`config.mk`:
```
export PLATFORM = sky130hd
export DESIGN_NAME = serial_command_temperature_controller
export DESIGN_NICKNAME = d
export VERILOG_FILES = /design/src/rtl/sctc_pkg.sv /design/src/rtl/sctc_queue.sv /design/src/rtl/sctc_front.sv /design/src/rtl/sctc_back.sv /design/src/rtl/serial_command_temperature_controller.sv
export SDC_FILE = /design/constraint.sdc
export NUM_CORES = 1
export LEC_CHECK = 0
export ABC_AREA = 1
export BUFFER_PORTS_ARGS = -buffer_cell sky130_fd_sc_hd__buf_2
export CORE_ASPECT_RATIO = 0.8
export CORE_MARGIN = 8
export CORE_UTILIZATION = 58
export DETAILED_ROUTE_END_ITERATION = 8
export GPL_TIMING_DRIVEN = 0
export PLACE_DENSITY_LB_ADDON = 0.3
export SLEW_MARGIN = 20
export SYNTH_ARGS = -nofsm -noshare
export SYNTH_HDL_FRONTEND = slang
export SYNTH_SLANG_ARGS = --single-unit
```
`constraint.sdc`:
```
create_clock -name clk -period 7.9 [get_ports clk]
set_input_delay 1.58 -clock clk [delete_from_list [all_inputs] [get_ports clk]]
set_output_delay 1.58 -clock clk [all_outputs]
set_load 0.1 [all_outputs]
```
`src/rtl/sctc_pkg.sv`:
```
`default_nettype none
// ----------------------------------------------------------------------------
// sctc_pkg
// Types, codes and constants shared by the temperature controller modules.
// ----------------------------------------------------------------------------
package sctc_pkg;

  // input item codes
  localparam logic [1:0] CMD_BYTE = 2'd0;
  localparam logic [1:0] CMD_TICK = 2'd1;
  localparam logic [1:0] CMD_ADC  = 2'd2;

  // result kinds
  localparam logic KIND_REPLY = 1'b0;
  localparam logic KIND_DRIVE = 1'b1;

  // frame header bytes
  localparam logic [7:0] HDR_C = 8'h43;
  localparam logic [7:0] HDR_O = 8'h4F;
  localparam logic [7:0] HDR_M = 8'h4D;

  // opcodes
  localparam logic [7:0] OP_MODE1  = 8'hA0;
  localparam logic [7:0] OP_MODE2  = 8'hA1;
  localparam logic [7:0] OP_MODE3  = 8'hA2;
  localparam logic [7:0] OP_TOGGLE = 8'hA3;
  localparam logic [7:0] OP_START  = 8'hA4;
  localparam logic [7:0] OP_STOP   = 8'hA5;
  localparam logic [7:0] OP_TEMP   = 8'hA8;
  localparam logic [7:0] OP_RDSTRT = 8'hAA;
  localparam logic [7:0] OP_RDSTOP = 8'hAB;
  localparam logic [7:0] OP_STATUS = 8'hAE;

  localparam logic [7:0] BYTE_ZERO = 8'h00;
  localparam logic [7:0] BYTE_FULL = 8'hFF;

  localparam logic [1:0] MODE_NONE = 2'd0;
  localparam logic [1:0] MODE_SET  = 2'd1;
  localparam logic [1:0] MODE_UP   = 2'd2;
  localparam logic [1:0] MODE_DOWN = 2'd3;

  localparam logic [7:0] SEC_RELOAD = 8'd60;

  // status bit masks
  localparam logic [7:0] ST_ENABLE = 8'h80;
  localparam logic [7:0] ST_START  = 8'h40;
  localparam logic [7:0] ST_STOP   = 8'h20;

  // reply framing
  localparam int unsigned REPLY_LEN = 6;
  localparam int unsigned IDX_W     = $clog2(REPLY_LEN);
  localparam logic [IDX_W-1:0] IDX_HC   = IDX_W'(0);
  localparam logic [IDX_W-1:0] IDX_HO   = IDX_W'(1);
  localparam logic [IDX_W-1:0] IDX_HM   = IDX_W'(2);
  localparam logic [IDX_W-1:0] IDX_OP   = IDX_W'(3);
  localparam logic [IDX_W-1:0] IDX_B4   = IDX_W'(4);
  localparam logic [IDX_W-1:0] IDX_LAST = IDX_W'(REPLY_LEN - 1);

  // job queue between front and back
  localparam int unsigned JOB_DEPTH = 4;
  localparam int unsigned JOB_AW    = $clog2(JOB_DEPTH);

  typedef enum logic [2:0] {
    PH_C  = 3'd0,
    PH_O  = 3'd1,
    PH_M  = 3'd2,
    PH_OP = 3'd3,
    PH_P1 = 3'd4,
    PH_P2 = 3'd5
  } phase_t;

  typedef struct packed {
    logic [1:0] cmd;
    logic [7:0] data;
  } in_item_t;

  typedef struct packed {
    logic       kind;
    logic [7:0] value;
    logic       last;
  } out_item_t;

  typedef struct packed {
    logic       drive;
    logic [7:0] op;
    logic [7:0] b4;
    logic [7:0] b5;
  } job_t;

  typedef struct packed {
    logic full;
    logic empty;
  } q_status_t;

endpackage
`default_nettype wire

```
`src/rtl/sctc_queue.sv`:
```
`default_nettype none
// ----------------------------------------------------------------------------
// sctc_queue
// Short job queue that decouples the command front from the output back.
// ----------------------------------------------------------------------------
module sctc_queue (
  input  wire logic             clk,
  input  wire logic             rst,
  input  wire logic             push,
  input  wire sctc_pkg::job_t   wr_job,
  input  wire logic             pop,
  output sctc_pkg::job_t        head,
  output sctc_pkg::q_status_t   status
);

  sctc_pkg::job_t mem [sctc_pkg::JOB_DEPTH];
  logic [sctc_pkg::JOB_AW-1:0] wr_ptr;
  logic [sctc_pkg::JOB_AW-1:0] rd_ptr;
  logic [sctc_pkg::JOB_AW:0]   count;

  logic do_push;
  logic do_pop;

  assign status.full  = (count == (sctc_pkg::JOB_AW + 1)'(sctc_pkg::JOB_DEPTH));
  assign status.empty = (count == '0);
  assign do_push = push && !status.full;
  assign do_pop  = pop && !status.empty;
  assign head    = mem[rd_ptr];

  always_ff @(posedge clk) begin
    if (do_push) begin
      mem[wr_ptr] <= wr_job;
    end
  end

  always_ff @(posedge clk) begin
    if (rst) begin
      wr_ptr <= '0;
      rd_ptr <= '0;
      count  <= '0;
    end else begin
      if (do_push) begin
        wr_ptr <= wr_ptr + 1'b1;
      end
      if (do_pop) begin
        rd_ptr <= rd_ptr + 1'b1;
      end
      count <= count + (sctc_pkg::JOB_AW + 1)'(do_push) - (sctc_pkg::JOB_AW + 1)'(do_pop);
    end
  end

  a_no_overflow: assert property (@(posedge clk) disable iff (rst)
    count <= (sctc_pkg::JOB_AW + 1)'(sctc_pkg::JOB_DEPTH))
    else $error("job queue count above depth");

  a_no_push_full: assert property (@(posedge clk) disable iff (rst)
    !(push && status.full))
    else $error("job pushed into a full queue");

  a_no_pop_empty: assert property (@(posedge clk) disable iff (rst)
    !(pop && status.empty))
    else $error("job popped from an empty queue");

endmodule
`default_nettype wire

```
`src/rtl/sctc_front.sv`:
```
`default_nettype none
// ----------------------------------------------------------------------------
// sctc_front
// Takes input items, parses command frames, runs countdowns and the heater
// comparison, and hands reply or drive jobs to the queue.
// ----------------------------------------------------------------------------
module sctc_front (
  input  wire logic               clk,
  input  wire logic               rst,
  input  wire logic               accept,
  input  wire sctc_pkg::in_item_t item,
  output logic                    job_push,
  output sctc_pkg::job_t          job
);

  sctc_pkg::phase_t phase, phase_next;
  logic [7:0]  opcode_byte, opcode_byte_next;
  logic [7:0]  param_one, param_one_next;
  logic        control_enable, control_enable_next;
  logic [1:0]  control_mode, control_mode_next;
  logic [7:0]  reported_temp, reported_temp_next;
  logic [6:0]  latest_temp, latest_temp_next;
  logic [7:0]  start_minutes, start_minutes_next;
  logic [7:0]  start_seconds, start_seconds_next;
  logic [7:0]  stop_minutes, stop_minutes_next;
  logic [7:0]  stop_seconds, stop_seconds_next;
  logic [15:0] tick_count, tick_count_next;
  logic        start_pending, start_pending_next;
  logic        stop_pending, stop_pending_next;
  logic [7:0]  status_bits, status_bits_next;

  logic        is_byte;
  logic [13:0] min_ticks;
  logic [15:0] ticks;
  logic [14:0] prod;
  logic [6:0]  temp;
  logic signed [9:0] target;
  logic signed [9:0] temp_s;
  logic [7:0]  status_now;

  assign is_byte   = accept && (item.cmd == sctc_pkg::CMD_BYTE);
  assign min_ticks = 14'(param_one) * 14'd60;
  assign ticks     = {15'(min_ticks) + 15'(item.data), 1'b0};

  // scale to 0..100 with round half up
  assign prod   = 15'(item.data) * 15'd100;
  assign temp   = 7'(prod[14:8]) + 7'(prod[7]);
  assign temp_s = 10'(temp);
  assign status_now = status_bits
                    | (control_enable ? sctc_pkg::ST_ENABLE : 8'h00)
                    | (start_pending  ? sctc_pkg::ST_START  : 8'h00)
                    | (stop_pending   ? sctc_pkg::ST_STOP   : 8'h00);

  always_comb begin
    case (control_mode)
      sctc_pkg::MODE_SET:  target = 10'(param_one);
      sctc_pkg::MODE_UP:   target = 10'(reported_temp) + 10'sd1;
      sctc_pkg::MODE_DOWN: target = 10'(reported_temp) - 10'sd1;
      default:             target = 10'sd0;
    endcase
  end

  // frame phase
  always_comb begin
    phase_next = phase;
    if (is_byte) begin
      case (phase)
        sctc_pkg::PH_O:  phase_next = (item.data == sctc_pkg::HDR_O) ? sctc_pkg::PH_M
                                                                     : sctc_pkg::PH_C;
        sctc_pkg::PH_M:  phase_next = (item.data == sctc_pkg::HDR_M) ? sctc_pkg::PH_OP
                                                                     : sctc_pkg::PH_C;
        sctc_pkg::PH_OP: phase_next = sctc_pkg::PH_P1;
        sctc_pkg::PH_P1: phase_next = sctc_pkg::PH_P2;
        sctc_pkg::PH_P2: phase_next = sctc_pkg::PH_C;
        default:         phase_next = (item.data == sctc_pkg::HDR_C) ? sctc_pkg::PH_O
                                                                     : sctc_pkg::PH_C;
      endcase
    end
  end

  // datapath and job generation
  always_comb begin
    opcode_byte_next    = opcode_byte;
    param_one_next      = param_one;
    control_enable_next = control_enable;
    control_mode_next   = control_mode;
    reported_temp_next  = reported_temp;
    latest_temp_next    = latest_temp;
    start_minutes_next  = start_minutes;
    start_seconds_next  = start_seconds;
    stop_minutes_next   = stop_minutes;
    stop_seconds_next   = stop_seconds;
    tick_count_next     = tick_count;
    start_pending_next  = start_pending;
    stop_pending_next   = stop_pending;
    status_bits_next    = status_bits;
    job_push            = 1'b0;
    job.drive           = 1'b0;
    job.op              = opcode_byte;
    job.b4              = sctc_pkg::BYTE_ZERO;
    job.b5              = sctc_pkg::BYTE_ZERO;

    if (accept) begin
      case (item.cmd)
        sctc_pkg::CMD_BYTE: begin
          if (phase == sctc_pkg::PH_OP) begin
            opcode_byte_next = item.data;
          end else if (phase == sctc_pkg::PH_P1) begin
            param_one_next = item.data;
          end else if (phase == sctc_pkg::PH_P2) begin
            case (opcode_byte)
              sctc_pkg::OP_MODE1: begin
                control_enable_next = 1'b1;
                control_mode_next   = sctc_pkg::MODE_SET;
              end
              sctc_pkg::OP_MODE2: begin
                control_enable_next = 1'b1;
                control_mode_next   = sctc_pkg::MODE_UP;
              end
              sctc_pkg::OP_MODE3: begin
                control_enable_next = 1'b1;
                control_mode_next   = sctc_pkg::MODE_DOWN;
              end
              sctc_pkg::OP_TOGGLE: begin
                control_enable_next = !control_enable;
              end
              sctc_pkg::OP_START: begin
                start_pending_next  = 1'b1;
                control_enable_next = 1'b0;
                start_minutes_next  = param_one;
                start_seconds_next  = item.data;
                tick_count_next     = ticks;
              end
              sctc_pkg::OP_STOP: begin
                stop_pending_next   = 1'b1;
                control_enable_next = 1'b1;
                stop_minutes_next   = param_one;
                stop_seconds_next   = item.data;
                tick_count_next     = ticks;
              end
              sctc_pkg::OP_TEMP: begin
                reported_temp_next = 8'(latest_temp);
                job_push = 1'b1;
                job.b4   = 8'(latest_temp);
                job.b5   = sctc_pkg::BYTE_ZERO;
              end
              sctc_pkg::OP_RDSTRT: begin
                job_push = 1'b1;
                job.b4   = start_minutes;
                job.b5   = start_seconds;
              end
              sctc_pkg::OP_RDSTOP: begin
                job_push = 1'b1;
                job.b4   = stop_minutes;
                job.b5   = stop_seconds;
              end
              sctc_pkg::OP_STATUS: begin
                status_bits_next = status_now;
                job_push = 1'b1;
                job.b4   = status_now;
                job.b5   = sctc_pkg::BYTE_FULL;
              end
              default: begin
              end
            endcase
          end
        end
        sctc_pkg::CMD_TICK: begin
          // start countdown first, the stop countdown sees its tick count
          if (start_pending) begin
            if (tick_count != 16'd0) begin
              tick_count_next = tick_count - 16'd1;
              if (start_seconds == 8'd0) begin
                start_seconds_next = sctc_pkg::SEC_RELOAD;
                start_minutes_next = start_minutes - 8'd1;
              end else begin
                start_seconds_next = start_seconds - 8'd1;
              end
            end else begin
              control_enable_next = 1'b1;
              start_pending_next  = 1'b0;
            end
          end
          if (stop_pending) begin
            if (tick_count_next != 16'd0) begin
              tick_count_next = tick_count_next - 16'd1;
              if (stop_seconds == 8'd0) begin
                stop_seconds_next = sctc_pkg::SEC_RELOAD;
                stop_minutes_next = stop_minutes - 8'd1;
              end else begin
                stop_seconds_next = stop_seconds - 8'd1;
              end
            end else begin
              control_enable_next = 1'b0;
              stop_pending_next   = 1'b0;
            end
          end
        end
        sctc_pkg::CMD_ADC: begin
          latest_temp_next = temp;
          if (control_enable && (control_mode != sctc_pkg::MODE_NONE) &&
              (target != temp_s)) begin
            job_push  = 1'b1;
            job.drive = 1'b1;
            job.b4    = (target > temp_s) ? sctc_pkg::BYTE_FULL : sctc_pkg::BYTE_ZERO;
          end
        end
        default: begin
        end
      endcase
    end
  end

  always_ff @(posedge clk) begin
    if (rst) begin
      phase          <= sctc_pkg::PH_C;
      opcode_byte    <= '0;
      param_one      <= '0;
      control_enable <= 1'b0;
      control_mode   <= sctc_pkg::MODE_NONE;
      reported_temp  <= '0;
      latest_temp    <= '0;
      start_minutes  <= '0;
      start_seconds  <= '0;
      stop_minutes   <= '0;
      stop_seconds   <= '0;
      tick_count     <= '0;
      start_pending  <= 1'b0;
      stop_pending   <= 1'b0;
      status_bits    <= '0;
    end else begin
      phase          <= phase_next;
      opcode_byte    <= opcode_byte_next;
      param_one      <= param_one_next;
      control_enable <= control_enable_next;
      control_mode   <= control_mode_next;
      reported_temp  <= reported_temp_next;
      latest_temp    <= latest_temp_next;
      start_minutes  <= start_minutes_next;
      start_seconds  <= start_seconds_next;
      stop_minutes   <= stop_minutes_next;
      stop_seconds   <= stop_seconds_next;
      tick_count     <= tick_count_next;
      start_pending  <= start_pending_next;
      stop_pending   <= stop_pending_next;
      status_bits    <= status_bits_next;
    end
  end

endmodule
`default_nettype wire

```
`src/rtl/sctc_back.sv`:
```
`default_nettype none
// ----------------------------------------------------------------------------
// sctc_back
// Turns queued jobs into result beats: six reply bytes or one drive update,
// held in an output register until taken.
// ----------------------------------------------------------------------------
module sctc_back (
  input  wire logic                clk,
  input  wire logic                rst,
  input  wire sctc_pkg::job_t      head,
  input  wire sctc_pkg::q_status_t q_status,
  output logic                     job_pop,
  input  wire logic                pop,
  output logic                     empty,
  output sctc_pkg::out_item_t      result
);

  logic                       out_valid;
  logic [sctc_pkg::IDX_W-1:0] idx;
  logic                       load;
  logic                       beat_last;
  sctc_pkg::out_item_t        beat;

  assign empty     = !out_valid;
  assign load      = !q_status.empty && (!out_valid || pop);
  assign beat_last = head.drive || (idx == sctc_pkg::IDX_LAST);
  assign job_pop   = load && beat_last;

  always_comb begin
    beat.last = beat_last;
    if (head.drive) begin
      beat.kind  = sctc_pkg::KIND_DRIVE;
      beat.value = head.b4;
    end else begin
      beat.kind = sctc_pkg::KIND_REPLY;
      case (idx)
        sctc_pkg::IDX_HC: beat.value = sctc_pkg::HDR_C;
        sctc_pkg::IDX_HO: beat.value = sctc_pkg::HDR_O;
        sctc_pkg::IDX_HM: beat.value = sctc_pkg::HDR_M;
        sctc_pkg::IDX_OP: beat.value = head.op;
        sctc_pkg::IDX_B4: beat.value = head.b4;
        default:          beat.value = head.b5;
      endcase
    end
  end

  always_ff @(posedge clk) begin
    if (load) begin
      result <= beat;
    end
  end

  always_ff @(posedge clk) begin
    if (rst) begin
      out_valid <= 1'b0;
      idx       <= '0;
    end else begin
      if (load) begin
        out_valid <= 1'b1;
        idx       <= beat_last ? '0 : idx + 1'b1;
      end else if (pop) begin
        out_valid <= 1'b0;
      end
    end
  end

  a_idx_range: assert property (@(posedge clk) disable iff (rst)
    idx <= sctc_pkg::IDX_LAST)
    else $error("reply byte index out of range");

  // a reply in progress keeps its job at the queue head
  a_idx_has_job: assert property (@(posedge clk) disable iff (rst)
    (idx != '0) |-> !q_status.empty)
    else $error("reply in progress without a queued job");

  a_drive_last: assert property (@(posedge clk) disable iff (rst)
    (load && head.drive) |=> (result.last && result.kind == sctc_pkg::KIND_DRIVE))
    else $error("drive update not marked last");

endmodule
`default_nettype wire

```
`src/rtl/serial_command_temperature_controller.sv`:
```
`default_nettype none
// ----------------------------------------------------------------------------
// serial_command_temperature_controller
// Serial command parser, countdown timers and bang-bang heater control.
//
//   channel  handshake         payload
//   -------  ----------------  -------------------------------
//   item     push / full       in_item_t  {cmd, data}
//   result   pop / empty       out_item_t {kind, value, last}
//
// An item is taken every cycle while the job queue has room; the front
// handles each item in the cycle it is taken. The back sends one beat per
// cycle from the output register while results are popped, so a reply is
// six beats and a drive update one; replies bound the sustained command rate.
// Reset is synchronous and clears all control state; there is no clearing
// pass. A stalled result side fills the 4-entry job queue, then raises full.
// ----------------------------------------------------------------------------
module serial_command_temperature_controller (
  input  wire logic                clk,
  input  wire logic                rst,
  input  wire logic                push,
  output logic                     full,
  input  wire sctc_pkg::in_item_t  item,
  input  wire logic                pop,
  output logic                     empty,
  output sctc_pkg::out_item_t      result
);

  logic                accept;
  logic                job_push;
  logic                job_pop;
  sctc_pkg::job_t      job;
  sctc_pkg::job_t      head;
  sctc_pkg::q_status_t q_status;

  assign full   = q_status.full;
  assign accept = push && !q_status.full;

  sctc_front u_front (
    .clk      (clk),
    .rst      (rst),
    .accept   (accept),
    .item     (item),
    .job_push (job_push),
    .job      (job)
  );

  sctc_queue u_queue (
    .clk    (clk),
    .rst    (rst),
    .push   (job_push),
    .wr_job (job),
    .pop    (job_pop),
    .head   (head),
    .status (q_status)
  );

  sctc_back u_back (
    .clk      (clk),
    .rst      (rst),
    .head     (head),
    .q_status (q_status),
    .job_pop  (job_pop),
    .pop      (pop),
    .empty    (empty),
    .result   (result)
  );

endmodule
`default_nettype wire
```
Word level (Yosys, flattened, before mapping)
Memories as Yosys holds them, arrays and structs flattened. A register that Yosys moved wholly into a read port is not among the register bits. Index checks and enable logic that the tools add are counted.

Flip-flop bits (word level): 115. Memory bits (writable): 100. Input bits: 14. Word-level logic and storage cells: 234. Memories kept: 1.

$add $sub $neg: 15. Multiply operators: 2. Order comparisons: 1. Equality and inequality tests: 43. Mux-type cells: 102. Bitwise logic cells: 5. Reductions and logical operators: 42.

Memories: u_queue.mem (depth 4, bits a word 25, read ports 1, clocked after memory_dff 1, wr ports 1, RTL line sctc_queue.sv:16) `sctc_pkg::job_t mem [sctc_pkg::JOB_DEPTH];`.

Operators with widths (number): two-way mux 8 bit (32); two-way mux 16 bit (14); == test 8 bit, second input constant (10); one-hot mux 8 bit (2 select lines) (5); one-hot mux 16 bit (4 select lines) (1); AND reduction 6 bit (7); one-hot mux 8 bit (5 select lines) (1); two-way mux 1 bit (32); one-hot mux 16 bit (2 select lines) (1); nonzero test 16 bit (2); subtractor 16 x 1 -> 16 bit, second input constant (2); subtractor 8 x 1 -> 8 bit, second input constant (4); one-hot mux 10 bit (3 select lines) (1); == test 8 x 7 -> 1 bit, second input constant (3); bitwise OR 8 bit (3); AND reduction 9 bit (2); zero test 8 bit (2); AND reduction 8 bit (2); adder 14 x 8 -> 15 bit (1); == test 3 bit, second input constant (5); one-hot mux 3 bit (5 select lines) (1); multiplier 8 x 5 -> 13 bit, second input constant (1); == test 3 x 2 -> 1 bit, second input constant (4); multiplier 8 x 4 -> 12 bit, second input constant (1); other kinds (36) (73).

Longest topological paths before layout
Word-level depth: 11. Depth in mapped cells: 31. Depth with buffers taken out: 31.

Cells and area by module
From an unflattened synthesis, not the netlist that was laid out.

Cells, all modules: 1730. Area total of the unflattened synthesis: 13505.5 um^2.

By module, submodules not included: sctc_front (instances 1, cells each 1300, area each 8309.2 um^2, sequential area each 1781.7 um^2); sctc_queue (instances 1, cells each 310, area each 4291.6 um^2, sequential area each 3183.1 um^2); sctc_back (instances 1, cells each 118, area each 894.6 um^2, sequential area each 380.4 um^2); serial_command_temperature_controller (instances 1, cells each 2, area each 10.0 um^2, sequential area each 0.0 um^2).

Worst setup path after synthesis
No wires, ideal clock.

Path type: input to register. From: input item[2] (netlist bit). To: memory u_queue.mem[0][0] (netlist bit) (enable). Setup time: 0.445 ns. Data arrival time: 6.955 ns. Setup slack: 0.499 ns. Stages: 25. Path buffers: 0. Path through: inv_1 ha_1 ha_1 fa_1 ha_1 nand2_1 o21ai_0 nand2_1 nand2_1 nand2_1 nand2_1 xor2_1 nand3_1 nor2_1 inv_1 nor2_1 nand2b_1 and2_1 ha_1 inv_1 nor2_1 nand4_1 and3_1 nand2_1 a21boi_0.

Word-level cells in the longest chain between the ends: 10.

Ends and longest elaborated chain: from (decl) (RTL line serial_command_temperature_controller.sv:23) `input wire sctc_pkg::in_item_t item,`; multiplier 8 x 5 -> 13 bit (RTL line sctc_front.sv:46) `assign prod = 15'(item.data) * 15'd100;`; adder 7 x 1 -> 7 bit (RTL line sctc_front.sv:47) `assign temp = 7'(prod[14:8]) + 7'(prod[7]);`; != test 10 x 8 -> 1 bit (RTL line sctc_front.sv:202) `(target != temp_s)) begin`; logical AND 1 bit (RTL line sctc_front.sv:201) `if (control_enable && (control_mode != sctc_pkg::MODE_NONE) &&`; two-way mux 1 bit (RTL line sctc_front.sv:201); one-hot mux 1 bit (2 select lines) (RTL line sctc_front.sv:104) `case (item.cmd)`; two-way mux 1 bit (RTL line sctc_front.sv:103) `if (accept) begin`; logical AND 1 bit (RTL line sctc_queue.sv:26) `assign do_push = push && !status.full;`; two-way mux 1 bit (RTL line sctc_queue.sv:31) `if (do_push) begin`; two-way mux 1 bit (not written as such) (RTL line sctc_queue.sv:32) `mem[wr_ptr] <= wr_job;`; to (decl) (RTL line sctc_queue.sv:16).

No other way between the ends.

Worst setup path in the final report
From: input item[3] (netlist bit). To: register u_queue.count[1] (netlist bit).

Word-level cells in the longest chain between the ends: 10.

Ends and longest elaborated chain: multiplier 8 x 5 -> 13 bit (RTL line sctc_front.sv:46); adder 7 x 1 -> 7 bit (RTL line sctc_front.sv:47); != test 10 x 8 -> 1 bit (RTL line sctc_front.sv:202); logical AND 1 bit (RTL line sctc_front.sv:201); two-way mux 1 bit (RTL line sctc_front.sv:201); one-hot mux 1 bit (2 select lines) (RTL line sctc_front.sv:104); two-way mux 1 bit (RTL line sctc_front.sv:103); logical AND 1 bit (RTL line sctc_queue.sv:26); adder 3 x 1 -> 3 bit (RTL line sctc_queue.sv:48) `count <= count + (sctc_pkg::JOB_AW + 1)'(do_push) - (sctc_pkg::JOB_AW + 1)'(do_pop);`; subtractor 3 x 1 -> 3 bit (RTL line sctc_queue.sv:48); to (signal assigned) (RTL line sctc_queue.sv:48); to (decl) (RTL line sctc_queue.sv:19) `logic [sctc_pkg::JOB_AW:0] count;`.

No other way between the ends. A chain may end at the register's enable or synchronous reset.

==> flow_summary.toml <==
[run_status]
status = "finished clean"

[logic_synthesis]
async_flop_share_pct = 0
yosysSeqAreaShare_pct = 40.2
synth_flop_cell = "edfxtp_1"
ys_seq_elements = 212
synth_cell_types = 52
syn-cell-area_mm2 = 0.0133
synth-edff-count = 110
yosysWarnings = 0
synth.net_count = 1792
syn_area_per_cell_um2 = 7.93
syn_inst = 1676

[power_and_ir_drop]
sw_frac_of_total_pct = 40.0
p_leak_nw = 6.04
intPower_mw = 2.25
vdd_drop_max_v = 0.000128
pwr-share-seq_pct = 34.4
power_frac_comb_pct = 37.0
switching_power_mw = 1.50
p_clk_share_pct = 28.5
power.density_mw_per_mm2 = 256

[route]
drt_iter0_drc = 1370
drc = 0
drt-total-wl_mm = 38.9
first_pass_iters = 6
vias = 12100
ant_nets = 0
routed_via_density = 5.92
wl_per_cell_um = 19.0

[clock_network]
cts_buffers = 22
cts_setup_buffers = 0
clkTransAtPathRegs_ns = 0.06
clock_path_buffers = 3
cts.sinks = 212
clockRootBuffer = "clkbuf_16"
cts_hold_buffers = 0
cts_tree = "built"
cts-resized-gates = 0
clk_latency_ns = 0.51
cts_max_level = 1

[die]
fp-row-count = 49
die_x_um = 185
fp.dieH_um = 151
fp.coreArea_mm2 = 0.0225
io_pins = 26
dieArea_mm2 = 0.0280
start_util_pct = 59.1

[finish]
drive_above_1_share_pct = 6.82
syn_to_final_growth_pct = 10.5
fin_area_mm2 = 0.0147
layout.nets = 1845
insertedDiodeCount = 0

[worst_setup_path]
required_ns = 8.33
crit_top_cell = "nand2_1"
arrival_ns = 7.61
critPathCaptureType = "flop"
critPathMaxFanout = 8
worst_path_max_delay_cell = "nand2_1"
cp-start-kind = "input port"
timing_worst_setup_path_type = "input port to flop"
slowest_delay_ns = 0.47

[sta]
finalSetupViolations = 0
period_needed_ns = 7.18
finalCritPeriodShare_pct = 90.9
slew_violations = 0
hold_violations = 0
holdWs_ns = 0.484
fin_skew_ns = 0.0113
finalWorstSetupSlack_ns = 0.718
slew_headroom_pct = 18.0
rsz0062_at_grt = "false"
worst_slew_pin_slew_ns = 1.22
fmax_mhz = 139

[placement]
place_congestion = 0.959
dp_slack_ns = 0.356
port_buffers = 25
dpl_cell_area_mm2 = 0.0139
hpwl_mm = 29.8

[job]
maxCapViolations = 0

[grt]
grt_max_degree = 20
grt_first_pass_wirelength_mm = 60.5
grt_pass1_vias = 10900
grt_use_total_pct = 27.7
gr-total-overflow = 0
antenna_found_initial = 0

[worst_hold_path]
holdCritPathClass = "flop to flop"
registers in the layout, indices dropped and copies added, names as in the netlist, 7 cells and up, named ones only:
register,flops
u_front.start_seconds,8
u_front.stop_minutes,8
u_front.start_minutes,8
u_front.latest_temp,7
u_front.reported_temp,7
u_front.tick_count,16
u_front.param_one,8
u_queue.mem,100
u_front.stop_seconds,8
u_front.opcode_byte,8
u_back.result,10
Yosys cell counts (18+ instances only):
cell type | count | area (um^2)
a211oi_1 | 18 | 135
nand2_1 | 249 | 935
fa_1 | 18 | 360
ha_1 | 84 | 1050
clkbuf_1 | 45 | 169
dfxtp_1 | 102 | 2040
edfxtp_1 | 110 | 3300
nand3_1 | 112 | 561
nor2_1 | 217 | 815
xor2_1 | 32 | 280
o21ai_0 | 137 | 686
a21oi_1 | 119 | 596
nand4_1 | 23 | 144
inv_1 | 220 | 826
placed cells by master, fill, tap and decap left out, types with 11 or more instances in the layout:
cell type,instances
edfxtp_1,110
a221oi_1,17
nand2_1,249
inv_1,220
xor2_1,32
a21oi_1,119
o211ai_1,11
nor2_1,217
dfxtp_1,102
nand4_1,23
o22ai_1,16
buf_2,30
nand3_1,112
nor3_1,17
fa_1,18
clkbuf_16,23
nor2_2,13
ha_1,84
o21ai_0,137
a211oi_1,18
clkbuf_1,55
cells by family after synthesis:
| logic type | count (synthesis) | share of synthesized area (%) |
|---|---|---|
| fa+ha+maj | 102 | 10.6 |
| buf+inv | 278 | 8.15 |
| flops | 212 | 40.2 |
| compound gates | 371 | 16.1 |
| xor+xnor | 39 | 2.57 |
| simple gates | 674 | 22.4 |
path summary, 6_finish.rpt:
path | startpoint | to | slack [ns] | depth (start not counted)
max reg2reg | u_front.param_one[1] | u_front.tick_count[13] | 3.80 | 17
min reg2reg | u_front.phase[0] | u_front.phase[0] | 0.48 | 2
max | item[3] | u_queue.count[1] | 0.72 | 29
min | u_front.phase[0] | u_front.phase[0] | 0.48 | 2
worst max-delay path, delay by kind of cell:
family / cells / cell delay, ns
AND/OR/NAND/NOR: 14 / 1.95
adder cells (fa/ha/maj): 7 / 2.47
AO/OA/AOI/OAI: 2 / 0.40
XOR/XNOR: 2 / 0.68
buffers and inverters: 4 / 0.52
per-layer routing:
metal / GRT usage (%) / wire (um)
met1: 41.3 / 17300
met2: 38.7 / 15500
met3: 8.34 / 5230
met4: 5.83 / 776
met5: 0 / 0
power by group through the flow:
stage / Sequential (mW) / Clock (mW) / Combinational, mW
2_1_floorplan: 1.47 / 0 / 0.823
3_3_place_gp: 1.31 / 0 / 1.32
3_5_place_dp: 1.31 / 0 / 1.35
4_1_cts: 1.29 / 1.07 / 1.36
5_1_grt: 1.30 / 1.12 / 1.52
6_report: 1.29 / 1.07 / 1.39
layout make-up:
type / instances / area [um^2]
tap: 306 / 383
clock inverter: 4 / 93.8
sequential: 212 / 5350
buffer: 56 / 250
multi-input combinational: 1186 / 6920
inverter: 222 / 833
fill: 1904 / 7810
timing repair buffer: 29 / 223
clock buffer: 36 / 637
through the flow:
step	std cells	utilization (%)	setup TNS, ns	power (mW)
floorplan	1676	-	0	2.29
global placement	2007	61.3	-175.95	2.63
detailed placement	2011	62.0	0	2.66
CTS	2051	65.2	0	3.72
global route	2051	65.3	0	3.93
finish	2051	65.3	0	3.75
Note: power is estimated with default switching activity, not from simulation.
